[config.mk]
export PLATFORM = sky130hd
export DESIGN_NAME = dpps_queue
export DESIGN_NICKNAME = d
export VERILOG_FILES = /design/src/rtl/dpps_pkg.sv /design/src/rtl/dpps_queue.sv
export SDC_FILE = /design/constraint.sdc
export NUM_CORES = 1
export LEC_CHECK = 0
export BUFFER_PORTS_ARGS = -buffer_cell sky130_fd_sc_hd__buf_4
export CAP_MARGIN = 25
export CORE_MARGIN = 2
export CORE_UTILIZATION = 35
export DETAILED_ROUTE_END_ITERATION = 6
export MAX_ROUTING_LAYER = met4
export PLACE_DENSITY = 0.56
export SLEW_MARGIN = 10
export SYNTH_ARGS = -nofsm -noshare
export SYNTH_HDL_FRONTEND = slang
export SYNTH_SLANG_ARGS = --single-unit
[constraint.sdc]
create_clock -name clock -period 4.6 [get_ports clock]
set_input_delay 0 -clock clock [delete_from_list [all_inputs] [get_ports clock]]
set_output_delay 0 -clock clock [all_outputs]
set_load 0.01 [all_outputs]
[src/rtl/dpps_pkg.sv]
`timescale 1ns / 1ps
`default_nettype none

package dpps_pkg;

   localparam int FRAC_BITS      = 8;
   localparam int COORD_W        = 16;
   localparam int DELTA_W        = COORD_W + 1;
   localparam int SPAN_LEN_W     = 10;
   localparam int SPAN_REGS      = 4;
   localparam int IDX_W          = 2;
   localparam int USE_W          = IDX_W + 1;
   localparam int LEN_W          = SPAN_LEN_W + FRAC_BITS;
   localparam int SEG_W          = DELTA_W + FRAC_BITS;
   localparam int PERIOD_W       = LEN_W + IDX_W;
   localparam int SUM_W          = 2 * DELTA_W;
   localparam int PIECE_W        = 7;
   localparam int THICK_W        = 7;
   localparam int COLOR_W        = 32;
   localparam int CSR_INDEX_W    = 3;
   localparam int CSR_DATA_W     = 32;
   localparam int DEF_MAX_SPANS  = 4;
   localparam int DEF_MAX_PIECES = 64;

   typedef enum logic [CSR_INDEX_W-1:0] {
      CSR_SPAN_COUNT    = 3'd0,
      CSR_DRAW_MASK     = 3'd1,
      CSR_SPAN_LENGTH_0 = 3'd2,
      CSR_SPAN_LENGTH_1 = 3'd3,
      CSR_SPAN_LENGTH_2 = 3'd4,
      CSR_SPAN_LENGTH_3 = 3'd5,
      CSR_LINE_THICK    = 3'd6,
      CSR_LINE_COLOR    = 3'd7
   } csr_index_type;

   typedef struct packed {
      logic signed [COORD_W-1:0] point_x;
      logic signed [COORD_W-1:0] point_y;
      logic                      first_point;
   } req_type;

   typedef struct packed {
      logic signed [COORD_W-1:0] start_x;
      logic signed [COORD_W-1:0] start_y;
      logic signed [COORD_W-1:0] end_x;
      logic signed [COORD_W-1:0] end_y;
      logic [THICK_W-1:0]        stroke_thickness;
      logic [COLOR_W-1:0]        stroke_color;
      logic                      last_piece;
      logic                      pieces_dropped;
   } rsp_type;

   typedef struct packed {
      logic [USE_W-1:0]                      span_use;
      logic [SPAN_REGS-1:0]                  draw_mask;
      logic [SPAN_REGS-1:0][SPAN_LEN_W-1:0]  span_len;
      logic [THICK_W-1:0]                    thickness;
      logic [COLOR_W-1:0]                    color;
   } cfg_type;

   typedef struct packed {
      logic signed [COORD_W-1:0] x0;
      logic signed [COORD_W-1:0] y0;
      logic signed [DELTA_W-1:0] dx;
      logic signed [DELTA_W-1:0] dy;
      logic [SEG_W-1:0]          seg_len;
      logic [IDX_W-1:0]          start_index;
      logic [LEN_W-1:0]          start_offset;
      logic [PIECE_W-1:0]        pieces;
      logic                      dropped;
   } job_type;

   typedef struct packed {
      logic [LEN_W-1:0] step;
      logic             draw;
      logic [IDX_W-1:0] index;
      logic [LEN_W-1:0] offset;
   } step_type;

   function automatic step_type phase_step(cfg_type cfg, logic [IDX_W-1:0] idx,
                                           logic [LEN_W-1:0] off,
                                           logic [SEG_W-1:0] seg_off,
                                           logic [SEG_W-1:0] seg_len);
      logic [LEN_W-1:0] len;
      logic [LEN_W-1:0] span_rem;
      logic [LEN_W-1:0] step;
      logic [SEG_W-1:0] left;
      logic [LEN_W:0]   sum;
      step_type         r;
      len      = {cfg.span_len[idx], {FRAC_BITS{1'b0}}};
      span_rem = (off < len) ? len - off : '0;
      left     = seg_len - seg_off;
      step     = (SEG_W'(span_rem) < left) ? span_rem : left[LEN_W-1:0];
      sum      = {1'b0, off} + {1'b0, step};
      r.step   = step;
      r.draw   = cfg.draw_mask[idx] && (step != '0);
      if (sum >= {1'b0, len}) begin
         r.offset = '0;
         r.index  = (({1'b0, idx} + USE_W'(1)) == cfg.span_use) ? '0 : idx + IDX_W'(1);
      end else begin
         r.offset = sum[LEN_W-1:0];
         r.index  = idx;
      end
      return r;
   endfunction

endpackage

`default_nettype wire

[src/rtl/dpps_queue.sv]
`timescale 1ns / 1ps
`default_nettype none

module dpps_queue (
   input  wire logic              clock,
   input  wire logic              reset,
   input  wire logic              push,
   input  wire dpps_pkg::job_type push_data,
   output logic                   full,
   input  wire logic              pop,
   output dpps_pkg::job_type      pop_data,
   output logic                   empty
);

   dpps_pkg::job_type slot_ff [2];
   logic wr_ptr_ff, wr_ptr_in;
   logic rd_ptr_ff, rd_ptr_in;
   logic [1:0] fill_ff, fill_in;

   assign full     = (fill_ff == 2'd2);
   assign empty    = (fill_ff == 2'd0);
   assign pop_data = slot_ff[rd_ptr_ff];

   always_comb begin
      wr_ptr_in = wr_ptr_ff;
      rd_ptr_in = rd_ptr_ff;
      fill_in   = fill_ff;
      if (push && !full) begin
         wr_ptr_in = !wr_ptr_ff;
      end
      if (pop && !empty) begin
         rd_ptr_in = !rd_ptr_ff;
      end
      case ({push && !full, pop && !empty})
         2'b10:   fill_in = fill_ff + 2'd1;
         2'b01:   fill_in = fill_ff - 2'd1;
         default: fill_in = fill_ff;
      endcase
   end

   always_ff @(posedge clock) begin
      if (reset) begin
         wr_ptr_ff <= 1'b0;
         rd_ptr_ff <= 1'b0;
         fill_ff   <= 2'd0;
      end else begin
         wr_ptr_ff <= wr_ptr_in;
         rd_ptr_ff <= rd_ptr_in;
         fill_ff   <= fill_in;
      end
   end

   always_ff @(posedge clock) begin
      if (push && !full) begin
         slot_ff[wr_ptr_ff] <= push_data;
      end
   end

endmodule

`default_nettype wire

==> impl_metrics.json <==
{
  "finalSetupViolCount": 0,
  "syn2layout_area_growth_pct": 48.40,
  "drt_wl_total_um": 18930,
  "drt_iter0_markers": 183,
  "regArea_um2": 7251,
  "crit_arrival_ps": 2450,
  "status": "finished, final reports clean",
  "synthTopCellsByArea": "edfxtp_1 (81%), mux2_2 (15%), dfxtp_1 (1.1%), buf_2 (0.74%), xnor2_1 (0.20%)",
  "grt_max_degree": 66,
  "setup_tns_ps": 0,
  "rsz0062_at_grt": "false",
  "drc_errors": 0,
  "netlist_area_um2": 8776,
  "synth_seq_cells": 243,
  "num_io_pins": 244,
  "slew_viol_final": 0,
  "hold_violations": 0,
  "hold_path.class": "input port to flip-flop",
  "dr.pass1.iters": 4,
  "fin_nets": 905,
  "cts_root_buf": "clkbuf_16",
  "vdd_drop_max_v": 0.0004135,
  "gp_congestion": 0.7128,
  "cellPowerDensity_nw_per_um2": 513.4,
  "tritoncts": "done",
  "cts-buffers-inserted": 26,
  "max-cap-violations": 0,
  "hpwl_um": 11600,
  "syn_inst": 396,
  "grt_pass1_wl_um": 28790,
  "port_buffers": 243,
  "postRouteAntennaNets": 0,
  "n_fill_cell": 1931,
  "clock_tree.buffer_depth": 3,
  "die_w_um": 162.3,
  "max_slew_margin": 0.4450,
  "path_max_fanout": 42,
  "core_area_um2": 24460,
  "start_util": 0.3588,
  "synth_top_cell_by_area": "edfxtp_1",
  "worst_pin_slew_ps": 832.5,
  "dpl.cell_count": 954,
  "dieArea_um2": 26360,
  "grt_pass1_vias": 5376,
  "viasPerCell": 4.444,
  "cts-resized-gates": 0,
  "grt_util_all_layers": 0.1431,
  "diodes": 0,
  "rows": 57,
  "leakagePower_nw": 4.860,
  "fin_crit_ps": 2451,
  "final_common_cell": "buf_4",
  "synth_fp_nets": 520,
  "antenna_found_initial": 0,
  "criticalPathCategory": "flip-flop to primary output",
  "whs_ps": 213.2,
  "die_h_um": 162.3,
  "clk_pin_slew_worst_paths_ps": 60,
  "final_cell_mix": "buf_4 (245), edfxtp_1 (238), dlygate4sd3_1 (123)",
  "htree_levels": 1,
  "wire_per_inst_um": 16.85,
  "multiInputGateArea_um2": 1458,
  "yosysUniqueCellTypes": 17,
  "fmax_mhz": 408.0,
  "netlist.area_leader.share": 0.8144,
  "drive_gt1_frac": 0.5056,
  "skew_ps": 7.498,
  "stdcell_count": 1123,
  "required_ps": 4600,
  "clk_latency_ps": 510,
  "avgSynthCellArea_um2": 22.16,
  "overflow": 0,
  "yosysSeqAreaShare": 0.8258,
  "fin_crit_sh": 0.5329,
  "vias": 4991,
  "ys_warn_count": 0,
  "cts.sinks": 243,
  "start_kind": "flip-flop",
  "cp-end-kind": "primary output"
}
-- what timing repair did --
item | CTS | global route
endpoints found under the setup margin | 0 | 0
hold endpoints to repair | 243 | 0
hold buffers | 123 | 0
setup buffers | 0 | 0
-- worst max-delay path, cell delays in order, from the launching register on --
cell     delay (ps)
dfxtp_4         740
buf_4           590
mux2_2          420
buf_4           150
-- where the power goes --
part | total, W | leakage [nW] | internal (W) | switching [W]
clock network | 0.00191 | 0.386 | 0.00112 | 0.000787
registers | 0.00292 | 2.27 | 0.00280 | 0.000127
logic | 0.00185 | 2.20 | 0.00100 | 0.000849
-- synthesized netlist by cell type (all sizes together) --
library cell  number
edfxtp           238
mux2             119
buf               13
dfxtp              5
nor2               4
inv                3
a21oi              2
o21ai              2
or3                2
xnor2              2
and3               1
ha                 1
nand2              1
nand2b             1
o21a               1
xor2               1
-- metal layers --
metal	global-route usage	part of all wire	up-vias
met1	0.1791	0.42	2438
met2	0.2325	0.49	174
met3	0.03463	0.073	35
li1	-	-	2344
met5	-	0	-
met4	0.04344	0.025	0
-- layout make-up --
type	count	area share
Clock inverter	12	0.006437
Inverter	3	0.001057
Multi-Input combinational cell	137	0.1119
Clock buffer	34	0.05390
Tap cell	324	0.03113
Sequential cell	243	0.5567
Timing Repair Buffer	370	0.2388
-- flip-flops by register name, summed over array words and instances, names as in the netlist, named ones only --
signal	flops
rd_ptr_ff	1
fill_ff	2
wr_ptr_ff	1
slot_ff	238
-- per-stage QoR --
stage / instance area, um2 / setup slack, ps / utilization / power, W
final: 13020 / 2149 / 0.5324 / 0.006687
after global routing: 13020 / 1985 / 0.5324 / 0.007014
after CTS: 13020 / 2094 / 0.5324 / 0.006795
after detailed placement: 11010 / 2160 / 0.4500 / 0.004751
after global placement: 11010 / 2229 / 0.4500 / 0.004719
after floorplan: 8776 / 767.2 / - / 0.003898
-- path summary, 6_finish.rpt --
kind | from | endpoint | slack, ps | cells past startpoint
setup / recovery | flip-flop | pop_data[99] | 2150 | 3
hold / removal | push_data[58] | slot_ff[1][58] | 210 | 2
setup reg to reg | fill_ff[0] | slot_ff[0][72] | 2180 | 5
hold reg to reg | wr_ptr_ff | wr_ptr_ff | 500 | 2
-- logic make-up (layout without fill, tap and decap cells) --
family                     Yosys count  count (layout)  synth area share
muxes                              119             119            0.1527
xor gates and xnor gates             3               3          0.002995
DFF                                243             243            0.8258
adders and majority gates            1               1          0.001425
buffers and inverters               16             419          0.008697
and+or+nand+nor                      9               9          0.005275
AOI/OAI and AO/OA                    5               5          0.003137
Note: power is estimated with default switching activity, not from simulation.
