<file path="src/rtl/dpps_pkg.sv">
`timescale 1ns / 1ps
`default_nettype none

package dpps_pkg;

   localparam int FRAC_BITS      = 8;
   localparam int COORD_W        = 16;
   localparam int DELTA_W        = COORD_W + 1;
   localparam int SPAN_LEN_W     = 10;
   localparam int SPAN_REGS      = 4;
   localparam int IDX_W          = 2;
   localparam int USE_W          = IDX_W + 1;
   localparam int LEN_W          = SPAN_LEN_W + FRAC_BITS;
   localparam int SEG_W          = DELTA_W + FRAC_BITS;
   localparam int PERIOD_W       = LEN_W + IDX_W;
   localparam int SUM_W          = 2 * DELTA_W;
   localparam int PIECE_W        = 7;
   localparam int THICK_W        = 7;
   localparam int COLOR_W        = 32;
   localparam int CSR_INDEX_W    = 3;
   localparam int CSR_DATA_W     = 32;
   localparam int DEF_MAX_SPANS  = 4;
   localparam int DEF_MAX_PIECES = 64;

   typedef enum logic [CSR_INDEX_W-1:0] {
      CSR_SPAN_COUNT    = 3'd0,
      CSR_DRAW_MASK     = 3'd1,
      CSR_SPAN_LENGTH_0 = 3'd2,
      CSR_SPAN_LENGTH_1 = 3'd3,
      CSR_SPAN_LENGTH_2 = 3'd4,
      CSR_SPAN_LENGTH_3 = 3'd5,
      CSR_LINE_THICK    = 3'd6,
      CSR_LINE_COLOR    = 3'd7
   } csr_index_type;

   typedef struct packed {
      logic signed [COORD_W-1:0] point_x;
      logic signed [COORD_W-1:0] point_y;
      logic                      first_point;
   } req_type;

   typedef struct packed {
      logic signed [COORD_W-1:0] start_x;
      logic signed [COORD_W-1:0] start_y;
      logic signed [COORD_W-1:0] end_x;
      logic signed [COORD_W-1:0] end_y;
      logic [THICK_W-1:0]        stroke_thickness;
      logic [COLOR_W-1:0]        stroke_color;
      logic                      last_piece;
      logic                      pieces_dropped;
   } rsp_type;

   typedef struct packed {
      logic [USE_W-1:0]                      span_use;
      logic [SPAN_REGS-1:0]                  draw_mask;
      logic [SPAN_REGS-1:0][SPAN_LEN_W-1:0]  span_len;
      logic [THICK_W-1:0]                    thickness;
      logic [COLOR_W-1:0]                    color;
   } cfg_type;

   typedef struct packed {
      logic signed [COORD_W-1:0] x0;
      logic signed [COORD_W-1:0] y0;
      logic signed [DELTA_W-1:0] dx;
      logic signed [DELTA_W-1:0] dy;
      logic [SEG_W-1:0]          seg_len;
      logic [IDX_W-1:0]          start_index;
      logic [LEN_W-1:0]          start_offset;
      logic [PIECE_W-1:0]        pieces;
      logic                      dropped;
   } job_type;

   typedef struct packed {
      logic [LEN_W-1:0] step;
      logic             draw;
      logic [IDX_W-1:0] index;
      logic [LEN_W-1:0] offset;
   } step_type;

   function automatic step_type phase_step(cfg_type cfg, logic [IDX_W-1:0] idx,
                                           logic [LEN_W-1:0] off,
                                           logic [SEG_W-1:0] seg_off,
                                           logic [SEG_W-1:0] seg_len);
      logic [LEN_W-1:0] len;
      logic [LEN_W-1:0] span_rem;
      logic [LEN_W-1:0] step;
      logic [SEG_W-1:0] left;
      logic [LEN_W:0]   sum;
      step_type         r;
      len      = {cfg.span_len[idx], {FRAC_BITS{1'b0}}};
      span_rem = (off < len) ? len - off : '0;
      left     = seg_len - seg_off;
      step     = (SEG_W'(span_rem) < left) ? span_rem : left[LEN_W-1:0];
      sum      = {1'b0, off} + {1'b0, step};
      r.step   = step;
      r.draw   = cfg.draw_mask[idx] && (step != '0);
      if (sum >= {1'b0, len}) begin
         r.offset = '0;
         r.index  = (({1'b0, idx} + USE_W'(1)) == cfg.span_use) ? '0 : idx + IDX_W'(1);
      end else begin
         r.offset = sum[LEN_W-1:0];
         r.index  = idx;
      end
      return r;
   endfunction

endpackage

`default_nettype wire

</file>
<file path="src/rtl/dpps_back.sv">
`timescale 1ns / 1ps
`default_nettype none

module dpps_back (
   input  wire logic              clock,
   input  wire logic              reset,
   input  wire dpps_pkg::cfg_type cfg,
   input  wire logic              job_empty,
   input  wire dpps_pkg::job_type job_data,
   output logic                   job_pop,
   output logic                   rsp_empty,
   output dpps_pkg::rsp_type      rsp_data,
   input  wire logic              rsp_pop
);

   localparam int SEG_W   = dpps_pkg::SEG_W;
   localparam int LEN_W   = dpps_pkg::LEN_W;
   localparam int IDX_W   = dpps_pkg::IDX_W;
   localparam int COORD_W = dpps_pkg::COORD_W;
   localparam int DELTA_W = dpps_pkg::DELTA_W;
   localparam int NUM_W   = DELTA_W + SEG_W;
   localparam int QUO_W   = COORD_W;
   localparam int PIECE_W = dpps_pkg::PIECE_W;
   localparam int B_W     = COORD_W + 2;

   typedef enum logic [5:0] {
      B_IDLE  = 6'b000001,
      B_WALK  = 6'b000010,
      B_MUL   = 6'b000100,
      B_DIV   = 6'b001000,
      B_ROUND = 6'b010000,
      B_EMIT  = 6'b100000
   } bstate_type;

   bstate_type state_ff, state_in;
   dpps_pkg::job_type job_ff, job_in;
   logic [IDX_W-1:0] idx_ff, idx_in;
   logic [LEN_W-1:0] off_ff, off_in;
   logic [SEG_W-1:0] seg_off_ff, seg_off_in, p_start_ff, p_start_in, p_end_ff, p_end_in;
   logic [PIECE_W-1:0] emitted_ff, emitted_in;
   logic [1:0] sel_ff, sel_in;
   logic neg_ff, neg_in;
   logic [SEG_W-1:0] drem_ff, drem_in;
   logic [QUO_W-1:0] quo_ff, quo_in;
   logic [3:0] dcnt_ff, dcnt_in;
   logic [3:0][COORD_W-1:0] coord_ff, coord_in;
   dpps_pkg::rsp_type out_ff, out_in;
   logic out_valid_ff, out_valid_in;

   dpps_pkg::step_type st;
   logic signed [DELTA_W-1:0] d_sel;
   logic signed [COORD_W-1:0] a_sel;
   logic [SEG_W-1:0] pos_sel;
   logic [DELTA_W-1:0] d_abs;
   logic [NUM_W-1:0] num;
   logic [SEG_W:0] drem_sh;
   logic signed [B_W-1:0] q_s, b_val, res;
   logic [SEG_W-1:0] r_f;
   logic [SEG_W:0] r2;
   logic up;
   logic load_out;

   assign st = dpps_pkg::phase_step(cfg, idx_ff, off_ff, seg_off_ff, job_ff.seg_len);
   assign rsp_empty = !out_valid_ff;
   assign rsp_data  = out_ff;
   assign job_pop   = (state_ff == B_IDLE) && !job_empty;
   assign load_out  = (state_ff == B_EMIT) && (!out_valid_ff || rsp_pop);

   always_comb begin
      a_sel   = sel_ff[0] ? job_ff.y0 : job_ff.x0;
      d_sel   = sel_ff[0] ? job_ff.dy : job_ff.dx;
      pos_sel = sel_ff[1] ? p_end_ff : p_start_ff;
      d_abs   = d_sel[DELTA_W-1] ? DELTA_W'(-d_sel) : DELTA_W'(d_sel);
      num     = NUM_W'(d_abs * pos_sel);
      drem_sh = {drem_ff, quo_ff[QUO_W-1]};
      q_s     = neg_ff ? -(B_W'(quo_ff) + B_W'(drem_ff != '0)) : B_W'(quo_ff);
      r_f     = (neg_ff && drem_ff != '0) ? job_ff.seg_len - drem_ff : drem_ff;
      r2      = {r_f, 1'b0};
      b_val   = B_W'(a_sel) + q_s;
      up      = (r2 > {1'b0, job_ff.seg_len}) ||
                (r2 == {1'b0, job_ff.seg_len} && !b_val[B_W-1]);
      res     = b_val + B_W'(up);
   end

   always_comb begin
      state_in     = state_ff;
      job_in       = job_ff;
      idx_in       = idx_ff;
      off_in       = off_ff;
      seg_off_in   = seg_off_ff;
      p_start_in   = p_start_ff;
      p_end_in     = p_end_ff;
      emitted_in   = emitted_ff;
      sel_in       = sel_ff;
      neg_in       = neg_ff;
      drem_in      = drem_ff;
      quo_in       = quo_ff;
      dcnt_in      = dcnt_ff;
      coord_in     = coord_ff;
      out_in       = out_ff;
      out_valid_in = out_valid_ff && !rsp_pop;
      unique case (state_ff)
         B_IDLE: begin
            if (!job_empty) begin
               job_in     = job_data;
               idx_in     = job_data.start_index;
               off_in     = job_data.start_offset;
               seg_off_in = '0;
               emitted_in = '0;
               state_in   = B_WALK;
            end
         end
         B_WALK: begin
            idx_in     = st.index;
            off_in     = st.offset;
            seg_off_in = seg_off_ff + SEG_W'(st.step);
            if (st.draw) begin
               p_start_in = seg_off_ff;
               p_end_in   = seg_off_ff + SEG_W'(st.step);
               sel_in     = 2'd0;
               state_in   = B_MUL;
            end
         end
         B_MUL: begin
            neg_in   = d_sel[DELTA_W-1];
            drem_in  = num[NUM_W-2:QUO_W];
            quo_in   = num[QUO_W-1:0];
            dcnt_in  = '0;
            state_in = B_DIV;
         end
         B_DIV: begin
            if (drem_sh >= {1'b0, job_ff.seg_len}) begin
               drem_in = SEG_W'(drem_sh - {1'b0, job_ff.seg_len});
               quo_in  = {quo_ff[QUO_W-2:0], 1'b1};
            end else begin
               drem_in = drem_sh[SEG_W-1:0];
               quo_in  = {quo_ff[QUO_W-2:0], 1'b0};
            end
            dcnt_in = dcnt_ff + 4'd1;
            if (dcnt_ff == 4'(QUO_W - 1)) begin
               state_in = B_ROUND;
            end
         end
         B_ROUND: begin
            coord_in[sel_ff] = res[COORD_W-1:0];
            sel_in           = sel_ff + 2'd1;
            state_in         = (sel_ff == 2'd3) ? B_EMIT : B_MUL;
         end
         B_EMIT: begin
            if (load_out) begin
               out_in.start_x          = coord_ff[0];
               out_in.start_y          = coord_ff[1];
               out_in.end_x            = coord_ff[2];
               out_in.end_y            = coord_ff[3];
               out_in.stroke_thickness = cfg.thickness;
               out_in.stroke_color     = cfg.color;
               out_in.last_piece       = (emitted_ff + PIECE_W'(1) == job_ff.pieces);
               out_in.pieces_dropped   = job_ff.dropped;
               out_valid_in            = 1'b1;
               emitted_in              = emitted_ff + PIECE_W'(1);
               state_in = (emitted_ff + PIECE_W'(1) == job_ff.pieces) ? B_IDLE : B_WALK;
            end
         end
         default: state_in = B_IDLE;
      endcase
   end

   always_ff @(posedge clock) begin
      if (reset) begin
         state_ff     <= B_IDLE;
         out_valid_ff <= 1'b0;
      end else begin
         state_ff     <= state_in;
         out_valid_ff <= out_valid_in;
      end
   end

   always_ff @(posedge clock) begin
      job_ff     <= job_in;
      idx_ff     <= idx_in;
      off_ff     <= off_in;
      seg_off_ff <= seg_off_in;
      p_start_ff <= p_start_in;
      p_end_ff   <= p_end_in;
      emitted_ff <= emitted_in;
      sel_ff     <= sel_in;
      neg_ff     <= neg_in;
      drem_ff    <= drem_in;
      quo_ff     <= quo_in;
      dcnt_ff    <= dcnt_in;
      coord_ff   <= coord_in;
      out_ff     <= out_in;
   end

   a_walk_has_work: assert property (@(posedge clock) disable iff (reset)
      (state_ff == B_WALK) |-> (emitted_ff < job_ff.pieces))
      else $error("walk running with no pieces left");

   a_pop_only_idle: assert property (@(posedge clock) disable iff (reset)
      job_pop |=> (state_ff == B_WALK))
      else $error("job taken outside idle");

   a_last_ends_job: assert property (@(posedge clock) disable iff (reset)
      (load_out && out_in.last_piece) |=> (state_ff == B_IDLE))
      else $error("last item did not end the job");

endmodule

`default_nettype wire

</file>
<file path="config.mk">
export PLATFORM = sky130hd
export DESIGN_NAME = dpps_back
export DESIGN_NICKNAME = d
export VERILOG_FILES = /design/src/rtl/dpps_pkg.sv /design/src/rtl/dpps_back.sv
export SDC_FILE = /design/constraint.sdc
export NUM_CORES = 2
export LEC_CHECK = 0
export BUFFER_PORTS_ARGS = -buffer_cell sky130_fd_sc_hd__buf_2
export CORE_UTILIZATION = 60
export CTS_BUF_LIST = sky130_fd_sc_hd__clkbuf_4
export DETAILED_ROUTE_END_ITERATION = 7
export PLACE_DENSITY_LB_ADDON = 0.05
export SLEW_MARGIN = 20
export SYNTH_ARGS = -nofsm -noshare
export SYNTH_HDL_FRONTEND = slang
export SYNTH_SLANG_ARGS = --single-unit
</file>
<file path="constraint.sdc">
create_clock -name clock -period 12.8 [get_ports clock]
set_input_delay 0.64 -clock clock [delete_from_list [all_inputs] [get_ports clock]]
set_output_delay 0.64 -clock clock [all_outputs]
set_load 0.02 [all_outputs]
</file>
==> flow_summary.toml <==
[detailed_routing]
drt_iter0_markers = 2158
drc = 0
vias = 30400
wl_per_cell_um = 20.3
ant_nets = 0
wl_um = 108000
viasPerCell = 5.74
first_pass_iters = 7

[synthesis]
syn_area_um2 = 38900
synth_cell_types = 85
synthTopCellsByArea = "edfxtp_1, fa_1, ha_1"
yosysTopAreaCellShare = 0.323
synth_edf_count = 418
synthCells = 3871
synth_seq_area_share = 0.326
synthArstFlopShare = 0
synth-simple-area-share = 0.134
yosysMostFrequentCell = "inv_1"
synth_ff_type = "edfxtp_1"
synth_top_family_by_area = "adder cells"
synth_adder_area_share = 0.287
synth_xor_area_frac = 0.0481
avgSynthCellArea_um2 = 10.1
yosys_warnings = 0
synth.area.mux_share = 0.0360
synth_nets = 4764
synth_compound_area_frac = 0.104
yosys.area.top_type = "edfxtp_1"
ys_ff_latch = 425
synth_commonest_cells = "inv_1, nand2_1, edfxtp_1"

[final_layout]
flow.area_growth_from_synthesis_pct = 14.2
nNetsFinal = 5270
drive_above_1_share = 0.140
fillCellCount = 4926
finalNonFillerCells = 5299

[place]
place.gp.congestion = 0.972
numPlacedInstances = 4955
place_ws_ns = 2.71
portBuffers = 315
dp_hpwl_um = 81500

[die]
row_count = 92
ios = 316
die_y_um = 257
die_x_um = 257
dieArea_um2 = 65900
start_util = 0.612
core-area_um2 = 63500

[critical_path]
reg2reg_from = "idx_ff[0]"
cp_max_fo = 21
crit_required_ns = 13.39
start_kind = "register"
r2r_cells = 32
max_stage_delay_ns = 0.88
worstSetupPathType = "reg -> reg"
slowest_stage = "edfxtp_1"
reg2reg_slack_ns = 2.66
worstPathArrival_ns = 10.74
cp-end-kind = "register"
timing.rr.end = "idx_ff[0]"

[sta]
period_share = 0.792
finClkSkew_ns = 0.100
fin_ws_ns = 2.66
layout_min_cycle_time_ns = 10.14
rsz0062_at_grt = "no"
slew_headroom = 0.288
tns_ns = 0
finalMaxSlewViolations = 0
timing.fmax_mhz = 98.6
hold_viol = 0
tightestPinTransition_ns = 1.07
setup_viol = 0

[clock_tree]
clk_pin_slew_worst_paths_ns = 0.06
clk_latency_ns = 0.89
cts_resized = 0
cts_tree = "done"
cts.sinks = 425
clockBufferDepth = 3
cts_buffers = 107
htreeDepth = 3
root_buffer = "clkbuf_4"

[worst_hold_path]
hold_end = "state_ff[0]"
holdPathStages = 3
hp-class = "in -> reg"
hp-start = "job_empty"

[grt]
antenna_found_initial = 5
grt_pass1_vias = 30500
grt_pass1_wl_um = 167000
grt_use_total = 0.329
grt_max_degree = 76
overflow = 0

[job]
maxCapViolCount = 0

[run_status]
status = "complete, no violations"
critical path, delay by kind of cell, from the launching register on:
family,cells,cell delay [ns]
AO/OA/AOI/OAI,11,3.10
XOR/XNOR,1,0.21
adder cells (fa/ha/maj),4,1.34
buffers and inverters,1,0.36
flip-flops,1,0.88
multiplexers,2,1.07
AND/OR/NAND/NOR,13,2.88
placed cells by master (no fill, tap or decap), types with 158 or more instances in the layout:
cell and count:
a21oi_1 173, buf_2 315, clkbuf_4 158, dlygate4sd3_1 159, edfxtp_1 418, fa_1 349, ha_1 335, inv_1 546
nand2_1 507, nor2_1 245
registers in the layout, summed over array words and instances, names as in the netlist, 16 cells and up:
name	flops
seg_off_ff	25
p_start_ff	25
p_end_ff	25
rsp_data	105
off_ff	18
quo_ff	16
job_ff	99
coord_ff	64
drem_ff	25
repair_timing:
item	4_1_cts	5_1_grt
hold endpoints to repair	162	0
hold buffers	159	0
setup buffers	0	0
routing by layer:
metal	global-route usage	vias to the layer above	part of all wire
li1	-	14200	-
met3	0.0521	237	0.067
met2	0.538	1146	0.48
met5	0	-	0.00031
met4	0.131	4	0.041
met1	0.439	14800	0.42
through the flow:
stage / instance area (um^2) / utilization / hold WS, ns
floorplan: 38900 / - / 0.400
global placement: 41500 / 0.654 / 0.400
detailed placement: 41500 / 0.654 / 0.405
CTS: 44400 / 0.699 / 0.00766
global route: 44400 / 0.699 / 0.0818
finish: 44400 / 0.699 / 0.122
final cells by class:
class,count,area (um^2),share of cell area
multi-input cells,2786,23900,0.537
flip-flops and latches,425,12700,0.286
repair buffers,509,3430,0.0772
inverters,548,2060,0.0463
clock buffers,158,1190,0.0267
well taps,846,1060,0.0238
clock inverters,24,119,0.00268
diodes,3,7.51,0.000169
kinds of logic after synthesis:
logic type,count (synthesis)
AND/OR/NAND/NOR,1137
adder cells (fa/ha/maj),684
buffers and inverters,660
AO/OA/AOI/OAI,631
flip-flops,425
XOR/XNOR,212
multiplexers,122
how the worst max path moves through the flow:
stage	start	end	slack, ns	depth (start not counted)
2_1_floorplan	idx_ff[0]	idx_ff[1]	3.74	39
3_3_place_gp	idx_ff[0]	idx_ff[0]	2.89	32
3_5_place_dp	idx_ff[0]	idx_ff[0]	2.71	33
4_1_cts	idx_ff[0]	idx_ff[0]	2.69	33
5_1_grt	idx_ff[0]	idx_ff[0]	1.80	33
6_report	idx_ff[0]	idx_ff[0]	2.66	32
Power is left out: the tool's default activity adds up to more than one toggle a clock period on the data nets, which glitch-free logic cannot reach.
